==> src/design/shfr_pkg.sv <==
// shared types and constants for the sync-header frame receiver
// holds the hunt phase encoding, register map, config and frame structs
// no dependencies
package shfr_pkg;

   // register map, index = byte address / 4
   localparam int CSR_ADDR_W = 5;
   localparam int CSR_DATA_W = 32;
   localparam int REG_IDX_W  = 3;

   localparam logic [REG_IDX_W-1:0] REG_SYNC_FIRST  = 3'd0;
   localparam logic [REG_IDX_W-1:0] REG_SYNC_SECOND = 3'd1;
   localparam logic [REG_IDX_W-1:0] REG_SYNC_THIRD  = 3'd2;
   localparam logic [REG_IDX_W-1:0] REG_ID_LOWEST   = 3'd3;
   localparam logic [REG_IDX_W-1:0] REG_ID_HIGHEST  = 3'd4;
   localparam logic [REG_IDX_W-1:0] REG_WANTED_ID   = 3'd5;

   // register reset values
   localparam logic [7:0] RST_SYNC_FIRST  = 8'hFF;
   localparam logic [7:0] RST_SYNC_SECOND = 8'hFF;
   localparam logic [7:0] RST_SYNC_THIRD  = 8'hA1;
   localparam logic [7:0] RST_ID_LOWEST   = 8'h00;
   localparam logic [7:0] RST_ID_HIGHEST  = 8'hFF;
   localparam logic [7:0] RST_WANTED_ID   = 8'h00;

   // accepted range of the length byte
   localparam logic [7:0] LEN_MIN = 8'd3;
   localparam logic [7:0] LEN_MAX = 8'd5;

   // payload bytes taken before the checksum byte
   localparam logic [1:0] SEEN_FIRST  = 2'd0;
   localparam logic [1:0] SEEN_SECOND = 2'd1;
   localparam logic [1:0] SEEN_CHECK  = 2'd2;

   localparam int RSP_DATA_W = 40;

   typedef enum logic [5:0] {
      PH_HEAD1   = 6'b000001,
      PH_HEAD2   = 6'b000010,
      PH_HEAD3   = 6'b000100,
      PH_ID      = 6'b001000,
      PH_LEN     = 6'b010000,
      PH_PAYLOAD = 6'b100000
   } phase_type;

   typedef struct packed {
      logic [7:0] wanted_id;
      logic [7:0] id_highest;
      logic [7:0] id_lowest;
      logic [7:0] sync_third;
      logic [7:0] sync_second;
      logic [7:0] sync_first;
   } cfg_type;

   // last member sits in the lowest bits
   typedef struct packed {
      logic [7:0] frame_check;
      logic [7:0] payload_second;
      logic [7:0] payload_first;
      logic [2:0] length_field;
      logic [7:0] device_id;
   } frame_type;

   localparam int FRAME_W = $bits(frame_type);

endpackage

==> src/design/shfr_csr.sv <==
// configuration register file of the frame receiver, apb-style slave
// depends on shfr_pkg for the register map and cfg_type
module shfr_csr
   import shfr_pkg::*;
(
   input  logic                  clock,
   input  logic                  reset,
   input  logic                  csr_psel,
   input  logic                  csr_penable,
   input  logic                  csr_pwrite,
   input  logic [CSR_ADDR_W-1:0] csr_paddr,
   input  logic [CSR_DATA_W-1:0] csr_pwdata,
   output logic [CSR_DATA_W-1:0] csr_prdata,
   output logic                  csr_pready,
   output cfg_type               cfg
);

   cfg_type              cfg_ff;
   cfg_type              cfg_in;
   logic [REG_IDX_W-1:0] reg_idx;
   logic [7:0]           wr_byte;
   logic [7:0]           rd_byte;
   logic                 wr_en;

   assign csr_pready = 1'b1;
   assign reg_idx    = csr_paddr[CSR_ADDR_W-1:2];
   assign wr_byte    = csr_pwdata[7:0];
   assign wr_en      = csr_psel & csr_penable & csr_pwrite;

   // write decode, unknown indexes leave everything alone
   always_comb begin
      cfg_in = cfg_ff;
      if (wr_en) begin
         unique case (reg_idx)
            REG_SYNC_FIRST:  cfg_in.sync_first  = wr_byte;
            REG_SYNC_SECOND: cfg_in.sync_second = wr_byte;
            REG_SYNC_THIRD:  cfg_in.sync_third  = wr_byte;
            REG_ID_LOWEST:   cfg_in.id_lowest   = wr_byte;
            REG_ID_HIGHEST:  cfg_in.id_highest  = wr_byte;
            REG_WANTED_ID:   cfg_in.wanted_id   = wr_byte;
            default:         cfg_in = cfg_ff;
         endcase
      end
   end

   always_ff @(posedge clock) begin
      if (reset) begin
         cfg_ff.sync_first  <= RST_SYNC_FIRST;
         cfg_ff.sync_second <= RST_SYNC_SECOND;
         cfg_ff.sync_third  <= RST_SYNC_THIRD;
         cfg_ff.id_lowest   <= RST_ID_LOWEST;
         cfg_ff.id_highest  <= RST_ID_HIGHEST;
         cfg_ff.wanted_id   <= RST_WANTED_ID;
      end else begin
         cfg_ff <= cfg_in;
      end
   end

   // read decode
   always_comb begin
      unique case (reg_idx)
         REG_SYNC_FIRST:  rd_byte = cfg_ff.sync_first;
         REG_SYNC_SECOND: rd_byte = cfg_ff.sync_second;
         REG_SYNC_THIRD:  rd_byte = cfg_ff.sync_third;
         REG_ID_LOWEST:   rd_byte = cfg_ff.id_lowest;
         REG_ID_HIGHEST:  rd_byte = cfg_ff.id_highest;
         REG_WANTED_ID:   rd_byte = cfg_ff.wanted_id;
         default:         rd_byte = 8'h00;
      endcase
   end

   assign csr_prdata = {{(CSR_DATA_W-8){1'b0}}, rd_byte};
   assign cfg        = cfg_ff;

endmodule

==> src/design/shfr_parser.sv <==
// header hunt state machine with running checksum and frame capture
// depends on shfr_pkg for phase_type, cfg_type and frame_type
module shfr_parser
   import shfr_pkg::*;
(
   input  logic       clock,
   input  logic       reset,
   input  cfg_type    cfg,
   input  logic [7:0] rx_byte,
   input  logic       fire,
   output logic       emit,
   output frame_type  frame
);

   phase_type  phase_ff, phase_in;
   logic [1:0] seen_ff, seen_in;
   logic [7:0] sum_ff, sum_in;
   logic [7:0] id_ff, id_in;
   logic [2:0] len_ff, len_in;
   logic [7:0] pay0_ff, pay0_in;
   logic [7:0] pay1_ff, pay1_in;
   logic [7:0] sum_add;

   assign sum_add = sum_ff + rx_byte;

   // next state of the hunt for the byte at the head of the pipe
   always_comb begin
      phase_in = phase_ff;
      seen_in  = seen_ff;
      sum_in   = sum_ff;
      id_in    = id_ff;
      len_in   = len_ff;
      pay0_in  = pay0_ff;
      pay1_in  = pay1_ff;
      emit     = 1'b0;
      unique case (phase_ff)
         PH_HEAD2: begin
            if (rx_byte == cfg.sync_second) begin
               phase_in = PH_HEAD3;
            end else if (rx_byte != cfg.sync_first) begin
               phase_in = PH_HEAD1;
               seen_in  = SEEN_FIRST;
            end
         end
         PH_HEAD3: begin
            if (rx_byte == cfg.sync_third) begin
               sum_in   = rx_byte;
               phase_in = PH_ID;
            end else begin
               phase_in = PH_HEAD1;
               seen_in  = SEEN_FIRST;
            end
         end
         PH_ID: begin
            if (rx_byte >= cfg.id_lowest && rx_byte <= cfg.id_highest) begin
               id_in    = rx_byte;
               sum_in   = sum_add;
               phase_in = PH_LEN;
            end else begin
               phase_in = PH_HEAD1;
               seen_in  = SEEN_FIRST;
            end
         end
         PH_LEN: begin
            len_in = rx_byte[2:0];
            if (rx_byte >= LEN_MIN && rx_byte <= LEN_MAX) begin
               sum_in   = sum_add;
               seen_in  = SEEN_FIRST;
               phase_in = PH_PAYLOAD;
            end else begin
               phase_in = PH_HEAD1;
               seen_in  = SEEN_FIRST;
            end
         end
         PH_PAYLOAD: begin
            if (seen_ff == SEEN_FIRST) begin
               pay0_in = rx_byte;
               sum_in  = sum_add;
               seen_in = SEEN_SECOND;
            end else if (seen_ff == SEEN_SECOND) begin
               pay1_in = rx_byte;
               sum_in  = sum_add;
               seen_in = SEEN_CHECK;
            end else begin
               // checksum byte closes the frame either way
               emit     = (~sum_ff == rx_byte) && (id_ff == cfg.wanted_id);
               phase_in = PH_HEAD1;
               seen_in  = SEEN_FIRST;
            end
         end
         default: begin
            // wait for first header, stray codes land here too
            phase_in = (rx_byte == cfg.sync_first) ? PH_HEAD2 : PH_HEAD1;
            seen_in  = SEEN_FIRST;
         end
      endcase
   end

   // control state
   always_ff @(posedge clock) begin
      if (reset) begin
         phase_ff <= PH_HEAD1;
         seen_ff  <= SEEN_FIRST;
      end else if (fire) begin
         phase_ff <= phase_in;
         seen_ff  <= seen_in;
      end
   end

   // frame fields and running sum
   always_ff @(posedge clock) begin
      if (fire) begin
         sum_ff  <= sum_in;
         id_ff   <= id_in;
         len_ff  <= len_in;
         pay0_ff <= pay0_in;
         pay1_ff <= pay1_in;
      end
   end

   assign frame.device_id      = id_ff;
   assign frame.length_field   = len_ff;
   assign frame.payload_first  = pay0_ff;
   assign frame.payload_second = pay1_ff;
   assign frame.frame_check    = rx_byte;

   // a frame only closes on the checksum byte
   a_emit_on_check: assert property (@(posedge clock) disable iff (reset)
      emit |-> (phase_ff == PH_PAYLOAD) && (seen_ff == SEEN_CHECK))
      else $error("frame emitted outside the checksum byte");

   // the checksum byte always restarts the hunt
   a_check_restarts: assert property (@(posedge clock) disable iff (reset)
      fire && (phase_ff == PH_PAYLOAD) && (seen_ff == SEEN_CHECK)
      |=> (phase_ff == PH_HEAD1) && (seen_ff == SEEN_FIRST))
      else $error("hunt did not restart after checksum byte");

   // payload count only moves while collecting payload
   a_seen_scope: assert property (@(posedge clock) disable iff (reset)
      (seen_ff != SEEN_FIRST) |-> (phase_ff == PH_PAYLOAD) &&
      (seen_ff == SEEN_SECOND || seen_ff == SEEN_CHECK))
      else $error("payload count out of its phase");

endmodule

==> src/design/sync_header_frame_receiver.sv <==
// sync-header frame receiver: the beat that brings a frame's checksum byte
// passes the input register, one pass through the hunt logic and the result
// register, which raises rsp_tvalid; one byte is taken every cycle unless it closes a
// frame and meets a full slot; a held result does not stall bytes that close no frame
// reset (synchronous) empties both registers, restarts the hunt and loads
// the register defaults; no clearing pass is needed
module sync_header_frame_receiver
   import shfr_pkg::*;
(
   input  logic                  clock,
   input  logic                  reset,
   // input stream
   input  logic                  req_tvalid,
   output logic                  req_tready,
   input  logic [7:0]            req_tdata,   // [7:0] rx_byte
   // result stream
   output logic                  rsp_tvalid,
   input  logic                  rsp_tready,
   output logic [RSP_DATA_W-1:0] rsp_tdata,   // [7:0] device_id, [10:8] length_field,
                                              // [18:11] payload_first,
                                              // [26:19] payload_second,
                                              // [34:27] frame_check, rest zero
   // configuration port
   input  logic                  csr_psel,
   input  logic                  csr_penable,
   input  logic                  csr_pwrite,
   input  logic [CSR_ADDR_W-1:0] csr_paddr,
   input  logic [CSR_DATA_W-1:0] csr_pwdata,
   output logic [CSR_DATA_W-1:0] csr_prdata,
   output logic                  csr_pready
);

   cfg_type    cfg;
   frame_type  frame;
   frame_type  rsp_frame_ff;
   logic       emit;
   logic       advance;
   logic       out_free;
   logic       in_valid_ff, in_valid_in;
   logic [7:0] in_byte_ff;
   logic       rsp_valid_ff, rsp_valid_in;

   shfr_csr u_csr (
      .clock       (clock),
      .reset       (reset),
      .csr_psel    (csr_psel),
      .csr_penable (csr_penable),
      .csr_pwrite  (csr_pwrite),
      .csr_paddr   (csr_paddr),
      .csr_pwdata  (csr_pwdata),
      .csr_prdata  (csr_prdata),
      .csr_pready  (csr_pready),
      .cfg         (cfg)
   );

   shfr_parser u_parser (
      .clock   (clock),
      .reset   (reset),
      .cfg     (cfg),
      .rx_byte (in_byte_ff),
      .fire    (advance),
      .emit    (emit),
      .frame   (frame)
   );

   // a byte moves on unless it closes a frame and the result slot is taken
   assign out_free   = !rsp_valid_ff || rsp_tready;
   assign advance    = in_valid_ff && (!emit || out_free);
   assign req_tready = !in_valid_ff || advance;

   assign in_valid_in  = (req_tvalid && req_tready) || (in_valid_ff && !advance);
   assign rsp_valid_in = (advance && emit) || (rsp_valid_ff && !rsp_tready);

   // input register
   always_ff @(posedge clock) begin
      if (reset) begin
         in_valid_ff <= 1'b0;
      end else begin
         in_valid_ff <= in_valid_in;
      end
   end

   always_ff @(posedge clock) begin
      if (req_tvalid && req_tready) begin
         in_byte_ff <= req_tdata;
      end
   end

   // result register
   always_ff @(posedge clock) begin
      if (reset) begin
         rsp_valid_ff <= 1'b0;
      end else begin
         rsp_valid_ff <= rsp_valid_in;
      end
   end

   always_ff @(posedge clock) begin
      if (advance && emit) begin
         rsp_frame_ff <= frame;
      end
   end

   assign rsp_tvalid = rsp_valid_ff;
   assign rsp_tdata  = {{(RSP_DATA_W-FRAME_W){1'b0}}, rsp_frame_ff};

   // a closed frame shows up on the result side next cycle
   a_emit_lands: assert property (@(posedge clock) disable iff (reset)
      advance && emit |=> rsp_valid_ff)
      else $error("emitted frame did not reach the result register");

   // a waiting byte that closes a frame is held while the slot is full
   a_hold_on_full: assert property (@(posedge clock) disable iff (reset)
      in_valid_ff && emit && !out_free |-> !advance && !req_tready)
      else $error("frame byte advanced into a full result slot");

   // results never overwritten before the beat
   a_no_overwrite: assert property (@(posedge clock) disable iff (reset)
      rsp_valid_ff && !rsp_tready |=> $stable(rsp_frame_ff))
      else $error("pending result changed before it was taken");

endmodule

==> config.mk <==
export PLATFORM = sky130hd
export DESIGN_NAME = sync_header_frame_receiver
export DESIGN_NICKNAME = d
export VERILOG_FILES = /design/src/design/shfr_pkg.sv /design/src/design/shfr_csr.sv /design/src/design/shfr_parser.sv /design/src/design/sync_header_frame_receiver.sv
export SDC_FILE = /design/constraint.sdc
export NUM_CORES = 1
export LEC_CHECK = 0
export ABC_CLOCK_PERIOD_IN_PS = 6060
export BUFFER_PORTS_ARGS = -buffer_cell sky130_fd_sc_hd__buf_2
export CORE_MARGIN = 2
export CORE_UTILIZATION = 35
export DETAILED_ROUTE_END_ITERATION = 8
export MAX_ROUTING_LAYER = met4
export PLACE_DENSITY = 0.58
export SYNTH_ARGS = -nofsm -noshare
export SYNTH_HDL_FRONTEND = slang
export SYNTH_SLANG_ARGS = --single-unit
==> constraint.sdc <==
create_clock -name clock -period 6.06 [get_ports clock]
set_input_delay 0.303 -clock clock [delete_from_list [all_inputs] [get_ports clock]]
set_output_delay 0.303 -clock clock [all_outputs]
set_load 0.05 [all_outputs]
==> Yosys cells after proc, flatten, opt, wreduce, memory -nomap -nowiden <==
Index checks and enable logic that the tools add are counted.
{ "word_totals": {"ff_bits": 136, "input_bits": 52, "out_inout_bits": 75, "elab_cells": 118} }
{ "op_classes": {"addsub": 1, "n_lt_le_gt_ge": 4, "n_eq_ne": 28, "mux": 26, "n_bitwise": 4, "reduce_logical": 34} }
{ "op_table": {"columns": ["cell", "count"], "rows": [
  ["$pmux 8 s6", 1],
  ["$eq 8x8->1", 5],
  ["$mux 8", 5],
  ["$pmux 8 s4", 1],
  ["$mux 6", 5],
  ["$pmux 6 s5", 1],
  ["$mux 2", 7],
  ["$reduce_and 2->1", 7],
  ["$ne 2x2->1 const B", 5],
  ["$add 8x8->8", 1],
  ["$ge 8x2->1 const B", 1],
  ["$ge 8x8->1", 1],
  ["$le 8x3->1 const B", 1],
  ["$le 8x8->1", 1],
  ["$logic_and 1x1->1", 8],
  ["$ne 2x1->1 const B", 4],
  ["$ne 8x8->1", 1],
  ["$not 8->8", 1],
  ["$pmux 2 s4", 1],
  ["$reduce_and 4->1", 2],
  ["$eq 3x2->1 const B", 2],
  ["$eq 3x3->1 const B", 2],
  ["$eq 6x2->1 const B", 1],
  ["$eq 6x3->1 const B", 1],
  ["other kinds (19)", 32]
]} }

==> Logic depth before layout (Yosys ltp) <==
Gate-level depths: netlist (run 1).
{ "depth": {"word_depth": 12, "depth_mapped": 9, "ltp_nobuf": 9} }

==> Cells and area by module <==
Synthesis (run 1) repeated with hierarchy kept, for this count alone.
{ "hier_totals": {"hier_cells": 606, "area_unflattened_um2": 6698.9} }
{ "by_module_without_submodules": {"columns": ["module", "instances", "cells_each", "area_per_inst_um2", "seq_area_each_um2"], "rows": [
  ["shfr_parser", 1, 265, 2773.9, 1211.2],
  ["shfr_csr", 1, 280, 2488.6, 960.9],
  ["sync_header_frame_receiver", 1, 61, 1436.4, 1331.3]
]} }

==> Least setup slack after synthesis (run 1) <==
Ideal clock, no wire load.
{ "synth_path": {"path_kind": "register -> register", "startpoint": "reg in_byte_ff[5]", "endpoint": "reg rsp_frame_ff (netlist bit rsp_tdata[0]) (enable)", "setup_time_ps": 395, "t_arrival_ps": 2857, "required_time_ps": 5665, "setup_slack_ps": 2808, "path_stages_with_launch": 6, "path_cell_list": "edfxtp_1 ha_1 nand4_1 or4_4 nor4_4 and2_1"} }
{ "synth_via": {"elab_chain_len": 9} }
{ "synth_rtl": {"columns": ["element", "line_no", "text"], "rows": [
  ["from (decl)", "sync_header_frame_receiver.sv:40", "logic [7:0] in_byte_ff;"],
  ["from (signal assigned)", "sync_header_frame_receiver.sv:85", "in_byte_ff <= req_tdata;"],
  ["$eq 8x8->1 *", "shfr_parser.sv:86", "emit = (~sum_ff == rx_byte) && (id_ff == cfg.wanted_id);"],
  ["$logic_and 1x1->1 *", "shfr_parser.sv:86", null],
  ["$mux 1 *", "shfr_parser.sv:80", "end else if (seen_ff == SEEN_SECOND) begin"],
  ["$mux 1 *", "shfr_parser.sv:76", "if (seen_ff == SEEN_FIRST) begin"],
  ["$mux 1 *", "shfr_parser.sv:36", "unique case (phase_ff)"],
  ["$logic_not 1->1", "sync_header_frame_receiver.sv:68", "assign advance = in_valid_ff && (!emit || out_free);"],
  ["$logic_or 1x1->1", "sync_header_frame_receiver.sv:68", null],
  ["$logic_and 1x1->1", "sync_header_frame_receiver.sv:68", null],
  ["$logic_and 1x1->1 *", "sync_header_frame_receiver.sv:99", "if (advance && emit) begin"],
  ["to (signal assigned)", "sync_header_frame_receiver.sv:100", "rsp_frame_ff <= frame;"],
  ["to (decl)", "sync_header_frame_receiver.sv:35", "frame_type rsp_frame_ff;"]
]} }
Every way passes the cells marked *; elsewhere a longest branch is shown, timed or not.
A chain may end at the register's enable or synchronous reset.

==> Worst setup path in the final report (run 1) <==
{ "layout_path": {"startpoint": "reg in_byte_ff[4]", "endpoint": "out req_tready"} }
{ "layout_via": {"elab_chain_len": 9} }
{ "layout_rtl": {"columns": ["element", "line_no", "text"], "rows": [
  ["$eq 8x8->1", "shfr_parser.sv:86", null],
  ["$logic_and 1x1->1", "shfr_parser.sv:86", null],
  ["$mux 1", "shfr_parser.sv:80", null],
  ["$mux 1", "shfr_parser.sv:76", null],
  ["$mux 1", "shfr_parser.sv:36", null],
  ["$logic_not 1->1", "sync_header_frame_receiver.sv:68", null],
  ["$logic_or 1x1->1", "sync_header_frame_receiver.sv:68", null],
  ["$logic_and 1x1->1", "sync_header_frame_receiver.sv:68", null],
  ["$logic_or 1x1->1", "sync_header_frame_receiver.sv:69", "assign req_tready = !in_valid_ff || advance;"],
  ["to (decl)", "sync_header_frame_receiver.sv:14", "output logic req_tready,"]
]} }
No other way between the ends.

==> results.cfg, run 1 <==
[logic_synthesis]
yosysWarnings = 0
syn_area_per_cell_um2 = 11.2
yosysSeqAreaShare = 0.531
netlist_instances = 588
synth_top_flop_cell = edfxtp_1
synth-edff-count = 78
synth.distinct_cells = 64
ys_ff_latch = 136
async_flop_share = 0
synth.cell_area_um2 = 6590

[sta]
setup_viol = 0
final_max_slew_viol_count = 0
setup_tns_ns = 0
layout_min_cycle_time_ns = 3.44
timing.hold.ws_ns = 0.0597
worst_pin_slew_ns = 1.11
max_clock_freq_ghz = 0.291
grt_setup_unrepaired = no
slew_headroom = 0.252
fin_crit_sh = 0.567
skew_ns = 0.00410
hold_viol = 0

[grt]
grt_pass1_vias = 4458
grt_util_met2 = 0.258
grt_use_total = 0.164
grt_use_met1 = 0.208
grt_max_degree = 36
grt_pass1_wl_um = 24100
gr-max-usage-layer = met2
use_met3 = 0.0367
overflow = 0
antenna_found_initial = 0

[power]
ir_drop_v = 0.000118
p_leak_nw = 2.86
power_density_nw_per_um2 = 286

[die]
rows = 50
die_x_um = 141
core_area_um2 = 18600
ios = 127
dieArea_um2 = 20000
start_util = 0.355
dieHeight_um = 141

[layout]
final_cell_mix = edfxtp_1, buf_2, dfxtp_1
layout_commonest_cell = edfxtp_1
area_growth_pct = 15.7
diodes = 0
num-nets-final = 735
finalCoreUtilization = 0.411
drive_above_1_share = 0.180

[detailed_routing]
drtIter0Drc = 297
viasPerCell = 5.06
wl_per_cell_um = 17.2
first_pass_iters = 4
ant_nets = 0
dr_total_vias = 4585
drt_wl_total_um = 15600
post-route-drc-count = 0

[worst_setup_path]
worst_setup_path_start_kind = flop
cp.required_ns = 5.76
path_max_fanout = 12
end_kind = output port
critPathArrivalTime_ns = 3.13
worstSetupPathType = reg2out

[cts]
cts_tree = done
clockRootBuffer = clkbuf_16
clkSinkCount = 136
clkLatencyLatePin_ns = 0.42
postCtsSetupRepairBufs = 0
cts_buffers = 17
post_cts_resize_count = 0
cts_hold_buffers = 0
clk_pin_slew_worst_paths_ns = 0.06
clock_path_buffers = 2
htree_levels = 4

[placed_design]
port_buffers = 70
gp_congestion = 0.860
dp_hpwl_um = 11000

[outcome]
status = complete, no violations

[run]
maxCapViolCount = 0

[min_path]
hold_path_class = in2reg
==> metrics by stage <==
step	worst slack (ns)	std cells	cell area [um2]	power, mW
after floorplan	2.81	616	6700	1.18
after global placement	2.81	874	7070	1.21
after detailed placement	2.79	874	7070	1.22
after CTS	2.60	906	7630	2.20
after global routing	2.47	906	7630	2.25
final	2.62	906	7630	2.18
==> synthesized netlist by cell type (2+ instances only) <==
cell / n / area [um2]
nor3b_1: 2 / 15.0
xor2_1: 4 / 35.0
mux2_2: 4 / 45.0
o211ai_1: 11 / 82.6
nor3_2: 2 / 20.0
nand2_1: 46 / 173
a21oi_1: 19 / 95.1
or2_2: 2 / 12.5
a21o_1: 4 / 30.0
o31ai_1: 2 / 15.0
nor2b_1: 5 / 31.3
nand2b_1: 3 / 18.8
o21a_1: 3 / 22.5
nand3_1: 11 / 55.1
a31oi_1: 4 / 25.0
mux4_2: 2 / 45.0
edfxtp_1: 78 / 2340
dfxtp_1: 58 / 1160
inv_1: 32 / 120
buf_2: 2 / 10.0
xnor2_1: 34 / 298
clkbuf_1: 18 / 67.6
o22ai_1: 8 / 50.1
o21ai_0: 21 / 105
nand4_1: 11 / 68.8
o311ai_0: 2 / 17.5
a211oi_1: 2 / 15.0
nor2_1: 42 / 158
conb_1: 2 / 7.51
and3_1: 3 / 18.8
nor3_1: 7 / 35.0
a22oi_1: 6 / 45.0
buf_4: 31 / 233
nand4b_1: 4 / 35.0
mux2i_1: 52 / 521
ha_1: 23 / 288
==> state kept, by name, summed over array words and instances, names as in the netlist <==
register           cells
u_parser.sum_ff        8
rsp_tvalid             1
u_parser.len_ff        3
in_byte_ff             8
u_parser.id_ff         8
u_csr.cfg             48
u_parser.pay1_ff       8
u_parser.phase_ff      6
u_parser.seen_ff       2
in_valid_ff            1
rsp_tdata             35
u_parser.pay0_ff       8
==> where the power goes <==
group / switching, mW / internal, mW / leakage (nW)
registers: 0.0168 / 0.983 / 1.18
logic: 0.142 / 0.0565 / 1.42
clock network: 0.385 / 0.596 / 0.267
==> cell families (layout without fill, tap and decap cells) <==
group | after synthesis | count (layout) | synth area share
AND/OR/NAND/NOR | 151 | 151 | 0.117
adder cells (fa/ha/maj) | 24 | 24 | 0.0467
flip-flops | 136 | 136 | 0.531
other | 2 | 30 | 0.00114
AO/OA/AOI/OAI | 94 | 94 | 0.0930
XOR/XNOR | 38 | 38 | 0.0505
buffers and inverters | 85 | 141 | 0.0676
multiplexers | 58 | 58 | 0.0926
==> layer usage <==
layer	vias to the layer above	share of wire
li1	2206	-
met1	2233	0.46
met2	125	0.48
met3	21	0.050
met4	0	0.015
met5	-	0
==> worst paths after layout <==
check / cells after the start / to / from / slack [ns]
min: 1 / in_byte_ff[7]$_DFFE_PP_ / req_tdata[7] / 0.06
min reg2reg: 0 / rsp_tdata[8]$_DFFE_PP_ / u_parser.len_ff[0]$_DFFE_PP_ / 0.42
max: 6 / req_tready / in_byte_ff[4]$_DFFE_PP_ / 2.62
max reg2reg: 7 / rsp_tdata[4]$_DFFE_PP_ / in_byte_ff[4]$_DFFE_PP_ / 2.77
==> area by class of cell <==
type / instances / area, um2
Sequential cell: 136 / 3500
Clock buffer: 17 / 425
Tap cell: 234 / 293
Fill cell: 1719 / 11000
Clock inverter: 15 / 135
Inverter: 32 / 120
Multi-Input combinational cell: 395 / 2750
Timing Repair Buffer: 77 / 403
==> worst max-delay path: stages, from the launching register on <==
cell	delay [ns]
edfxtp_1	0.70
ha_1	0.47
nand4_1	0.11
or4_4	0.57
nor4_4	0.41
nand3_1	0.20
buf_2	0.26
(Power assumes the default switching activity.)
==> run 2: changes to the inputs <==
--- a/config.mk
+++ b/config.mk
@@ -5,7 +5,8 @@
 export SDC_FILE = /design/constraint.sdc
 export NUM_CORES = 1
 export LEC_CHECK = 0
-export ABC_CLOCK_PERIOD_IN_PS = 6060
+export ABC_AREA = 1
+export ABC_CLOCK_PERIOD_IN_PS = 3400
 export BUFFER_PORTS_ARGS = -buffer_cell sky130_fd_sc_hd__buf_2
 export CORE_MARGIN = 2
 export CORE_UTILIZATION = 35
==> constraint.sdc (replaced) <==
create_clock -name clock -period 3.4 [get_ports clock]
set_input_delay 0.17 -clock clock [delete_from_list [all_inputs] [get_ports clock]]
set_output_delay 0.17 -clock clock [all_outputs]
set_load 0.05 [all_outputs]
==> results.cfg, run 2 <==
[logic_synthesis]
yosysWarnings = 0
synth_top_flop_cell = edfxtp_1
synth-edff-count = 78
synth-simple-area-share = 0.193
netlist_instances = 718
synthTopCellsByArea = edfxtp_1, dfxtp_1, nand2_1
synth_xor_area_frac = 0.0282
syn_area_per_cell_um2 = 9.08
netlist_top_cells_count = nand2_1, edfxtp_1, inv_1
synth_top_area_share = 0.359
ys_ff_latch = 136
synth_top_family_by_area = simple AND/OR/NAND/NOR gates
synth.distinct_cells = 41
yosys.area.top_type = edfxtp_1
synth_mux_area_frac = 0
synth.cell_area_um2 = 6520
async_flop_share = 0
synth-compound-area-share = 0.101
yosysMostFrequentCell = nand2_1
synth_fa_ha_area_frac = 0.0472
yosysSeqAreaShare = 0.538

[sta]
final_max_slew_viol_count = 0
setup_viol = 0
fin_crit_sh = 0.818
slew_headroom = 0.409
layout_min_cycle_time_ns = 2.78
hold_viol = 0
max_clock_freq_ghz = 0.360
setup_tns_ns = 0
grt_setup_unrepaired = no
worst_pin_slew_ns = 0.884
skew_ns = 0.00929

[worst_setup_path]
path_buf_inv = 2
crit_top_cell = nand2_1
r2r_end = u_parser.id_ff[5]$_DFFE_PP_
reg2regPathDepth = 10
end_kind = output port
cp.required_ns = 3.23
worstSetupPathType = reg2out
path_delay_family = simple AND/OR/NAND/NOR gates
crit_chain = ha_1 -> nand2_1 -> inv_1 -> nand2_1 -> nor2_1 -> nand2_1 -> nor4_2 -> nand3_1 -> buf_2
critPathArrivalTime_ns = 2.61
reg2reg_from = in_byte_ff[0]$_DFFE_PP_
cpPeakStageDelay_ns = 0.65
worst_setup_path_start_kind = flop
ff2ff_setup_slack_ns = 0.76
path_max_fanout = 10
crit_slowest_cell = edfxtp_1

[detailed_routing]
viasPerCell = 4.77
drt_wl_total_um = 16700
post-route-drc-count = 0
first_pass_iters = 6
dr_total_vias = 5046
wl_per_cell_um = 15.8
ant_nets = 0
drtIter0Drc = 375

[grt]
grt_max_degree = 44
grt_use_total = 0.182
grt_pass1_vias = 4731
grt_pass1_wl_um = 26300
overflow = 0
antenna_found_initial = 0

[layout]
num-nets-final = 891
area_growth_pct = 18.7
layout_commonest_cell = nand2_1
largest_reg_flops = 48
layoutNonFillerInstCount = 1057
diodes = 0
drive_above_1_share = 0.173
final_cell_mix = nand2_1, edfxtp_1, inv_1

[die]
rows = 49
core_area_um2 = 18100
ios = 127
dieHeight_um = 140
start_util = 0.359
die_x_um = 140
dieArea_um2 = 19700

[cts]
clk_pin_slew_worst_paths_ns = 0.06
clkSinkCount = 136
postCtsSetupRepairBufs = 0
clkLatencyLatePin_ns = 0.43
clockRootBuffer = clkbuf_16
cts_tree = done
htree_levels = 4
post_cts_resize_count = 0
cts_buffers = 17
clock_path_buffers = 2

[outcome]
status = complete, no violations

[min_path]
hold_path_depth = 3
hold_path_class = in2reg
hp-start = csr_pwdata[7]
min_to = u_csr.cfg[23]$_SDFFE_PP1P_

[placed_design]
dpl.cell_count = 1016
port_buffers = 70
gp_congestion = 0.945
dp_hpwl_um = 11900

[power]
power_density_nw_per_um2 = 516
p_leak_nw = 3.36
ir_drop_v = 0.000342

[run]
maxCapViolCount = 0
[run 2: cell types whose count changed after synthesis, moves of 12 or more]
| cell | previous run | this run |
|---|---|---|
| a21oi_1 | 19 | 48 |
| clkbuf_1 | 18 | 6 |
| inv_1 | 32 | 73 |
| mux2i_1 | 52 | 0 |
| nand2_1 | 46 | 152 |
| nand3_1 | 11 | 44 |
| nor2_1 | 42 | 65 |
| o21ai_0 | 21 | 41 |
| xnor2_1 | 34 | 20 |
[run 2: cell type report]
cell class	instances	area (um2)
Clock buffer	17	425
Clock inverter	15	140
Fill cell	1773	10400
Inverter	81	304
Multi-Input combinational cell	484	2520
Sequential cell	136	3500
Tap cell	229	287
Timing Repair Buffer	95	561
[run 2: how the worst max path moves through the flow]
stage / cells past startpoint / endpoint / slack, ns / startpoint
floorplan: 9 / rsp_tdata[0]$_DFFE_PP_ / 0.71 / in_byte_ff[2]$_DFFE_PP_
global placement: 10 / u_parser.id_ff[4]$_DFFE_PP_ / 0.81 / in_byte_ff[0]$_DFFE_PP_
detailed placement: 10 / u_parser.id_ff[4]$_DFFE_PP_ / 0.83 / in_byte_ff[0]$_DFFE_PP_
CTS: 9 / req_tready / 0.61 / in_byte_ff[0]$_DFFE_PP_
global route: 9 / req_tready / 0.44 / in_byte_ff[0]$_DFFE_PP_
finish: 9 / req_tready / 0.62 / in_byte_ff[0]$_DFFE_PP_
[run 2: per-stage QoR]
step | util | total power, mW | instance area, um2 | hold slack, ns | setup WS (ns)
detailed placement | 0.390 | 2.24 | 7080 | 0.348 | 0.833
global route | 0.426 | 4.14 | 7740 | 0.0917 | 0.443
CTS | 0.426 | 4.03 | 7740 | 0.0841 | 0.615
finish | 0.426 | 3.99 | 7740 | 0.103 | 0.620
floorplan | - | 2.14 | 6620 | 0.269 | 0.711
global placement | 0.390 | 2.24 | 7080 | 0.358 | 0.805
[run 2: worst min-delay path: stages]
cell and delay, ns:
buf_2 0.17, nand2_1 0.08, nand3_1 0.05
[run 2: cell families after synthesis]
kind of cell	after synthesis
AOI/OAI and AO/OA	118
DFF	136
and+or+nand+nor	291
buffers and inverters	126
adders and majority gates	24
xor gates and xnor gates	21
other	2
[run 2: power by group]
part / leakage [nW] / internal (mW) / total, mW / switching (mW)
logic: 1.90 / 0.117 / 0.416 / 0.299
clock network: 0.280 / 1.02 / 1.78 / 0.759
registers: 1.18 / 1.76 / 1.80 / 0.0378
[run 2: repair_timing]
item | 4_1_cts | 5_1_grt
setup endpoints to repair | 0 | 0
hold buffers | 9 | 0
hold endpoints to repair | 9 | 0
[run 2: metal layers]
metal,wire (um),vias up,share of wire,global-route usage
li1,-,2549,-,-
met1,8170,2285,0.49,0.247
met2,7210,188,0.43,0.270
met3,1020,24,0.061,0.0438
met4,303,0,0.018,0.0600
met5,0,-,0,-
==> run 3: changes to the inputs <==
--- a/config.mk
+++ b/config.mk
@@ -6,13 +6,13 @@
 export NUM_CORES = 1
 export LEC_CHECK = 0
 export ABC_AREA = 1
-export ABC_CLOCK_PERIOD_IN_PS = 3400
+export ABC_CLOCK_PERIOD_IN_PS = 2380
 export BUFFER_PORTS_ARGS = -buffer_cell sky130_fd_sc_hd__buf_2
 export CORE_MARGIN = 2
 export CORE_UTILIZATION = 35
 export DETAILED_ROUTE_END_ITERATION = 8
 export MAX_ROUTING_LAYER = met4
-export PLACE_DENSITY = 0.58
+export PLACE_DENSITY = 0.6
 export SYNTH_ARGS = -nofsm -noshare
 export SYNTH_HDL_FRONTEND = slang
 export SYNTH_SLANG_ARGS = --single-unit
==> constraint.sdc (replaced) <==
create_clock -name clock -period 2.38 [get_ports clock]
set_input_delay 0.119 -clock clock [delete_from_list [all_inputs] [get_ports clock]]
set_output_delay 0.119 -clock clock [all_outputs]
set_load 0.05 [all_outputs]
==> results.cfg, run 3 (same netlist as run 2, synthesis figures left out) <==
[detailed_routing]
dr_total_vias = 5199
ant_nets = 0
post-route-drc-count = 0
viasPerCell = 4.79
first_pass_iters = 6
wl_per_cell_um = 15.2
drt_wl_total_um = 16500
drtIter0Drc = 320

[grt]
grt_max_degree = 36
grt_use_total = 0.176
overflow = 0
grt_pass1_wl_um = 25800
grt_pass1_vias = 4807
antenna_found_initial = 0

[layout]
final_cell_mix = nand2_1, edfxtp_1, inv_1
diodes = 0
area_growth_pct = 25.9
fin_area_um2 = 8210
drive_above_1_share = 0.216
num-nets-final = 919
largest_reg_flops = 48
layout_commonest_cell = nand2_1
fill_cells = 1731

[die]
die_x_um = 140
dieArea_um2 = 19700
core_area_um2 = 18100
start_util = 0.359
rows = 49
dieHeight_um = 140
ios = 127

[outcome]
status = complete, no violations

[sta]
worst_pin_slew_ns = 0.647
hold_viol = 0
setup_tns_ns = 0
max_clock_freq_ghz = 0.432
grt_setup_unrepaired = yes
fin_crit_sh = 0.973
setup_viol = 0
layout_min_cycle_time_ns = 2.32
skew_ns = 0.0116
slew_headroom = 0.566
final_max_slew_viol_count = 0

[cts]
htree_levels = 4
clock_path_buffers = 2
clk_pin_slew_worst_paths_ns = 0.06
cts_tree = done
clkLatencyLatePin_ns = 0.43
clockRootBuffer = clkbuf_16
clkSinkCount = 136
cts_buffers = 17

[worst_setup_path]
cp.required_ns = 2.26
worst_setup_path_start_kind = flop
path_max_fanout = 2
critPathArrivalTime_ns = 2.20
worstSetupPathType = reg2out
end_kind = output port

[placed_design]
dp_hpwl_um = 12000
gp_congestion = 0.886
port_buffers = 70
dpl-instance-area_um2 = 7280

[power]
power_density_nw_per_um2 = 736
ir_drop_v = 0.000498
p_leak_nw = 3.55

[run]
maxCapViolCount = 0

[min_path]
hold_path_class = in2reg
## run 3: per-layer routing
metal | GRT usage | part of all wire | vias to the layer above
li1 | - | - | 2608
met4 | 0.0763 | 0.028 | 0
met3 | 0.0383 | 0.057 | 31
met5 | - | 0 | -
met2 | 0.259 | 0.44 | 193
met1 | 0.234 | 0.47 | 2367
## run 3: cell type report
type / count / area, um2 / share of cell area
timing repair buffer: 123 / 857 / 0.104
multi-input combinational: 484 / 2630 / 0.320
inverter: 81 / 308 / 0.0375
sequential: 136 / 3500 / 0.427
clock buffer: 19 / 433 / 0.0528
tap: 229 / 287 / 0.0349
clock inverter: 13 / 191 / 0.0233
## run 3: what timing repair did
item | CTS | global route
cloned | 0 | 3
pin swaps | 5 | 4
hold buffers | 10 | 0
endpoints found under the hold margin | 11 | 0
resized for setup | 6 | 15
endpoints found under the setup margin | 1 | 80
buffers inserted | 5 | 6
## run 3: power breakdown
part           internal, mW  switching (mW)  total (mW)
Clock                  1.77            1.06        2.83
Sequential             2.52          0.0288        2.54
Combinational         0.210           0.455       0.666
Total                  4.49            1.55        6.04
## run 3: path summary, 6_finish.rpt
kind	from	to	slack, ns	cells after the start
max	in_byte_ff[5]$_DFFE_PP_	req_tready	0.06	8
min	csr_pwdata[7]	u_csr.cfg[23]$_SDFFE_PP1P_	0.02	3
max reg2reg	in_byte_ff[1]$_DFFE_PP_	u_parser.sum_ff[6]$_DFFE_PP_	0.10	9
min reg2reg	u_parser.pay1_ff[2]$_DFFE_PP_	rsp_tdata[21]$_DFFE_PP_	0.42	0
## run 3: stage by stage
step / utilization / setup WS [ns] / power, mW / hold slack (ns) / cells
floorplan: - / 0.00489 / 3.07 / 0.218 / 746
detailed placement: 0.401 / 0.0579 / 3.22 / 0.302 / 1029
global placement: 0.401 / 0.0875 / 3.21 / 0.321 / 1029
finish: 0.452 / 0.0639 / 6.04 / 0.0182 / 1085
CTS: 0.444 / -0.0168 / 6.04 / 0.00518 / 1076
global route: 0.452 / -0.102 / 6.24 / 0.0350 / 1085
## run 3: worst max-delay path, cell delays in order (launching register included)
cell and delay [ns]:
edfxtp_1 0.44, ha_1 0.34, nand4_1 0.12, nor2_2 0.14
nand2_1 0.13, nor4_4 0.18, buf_4 0.17, nand3_4 0.07
buf_8 0.17
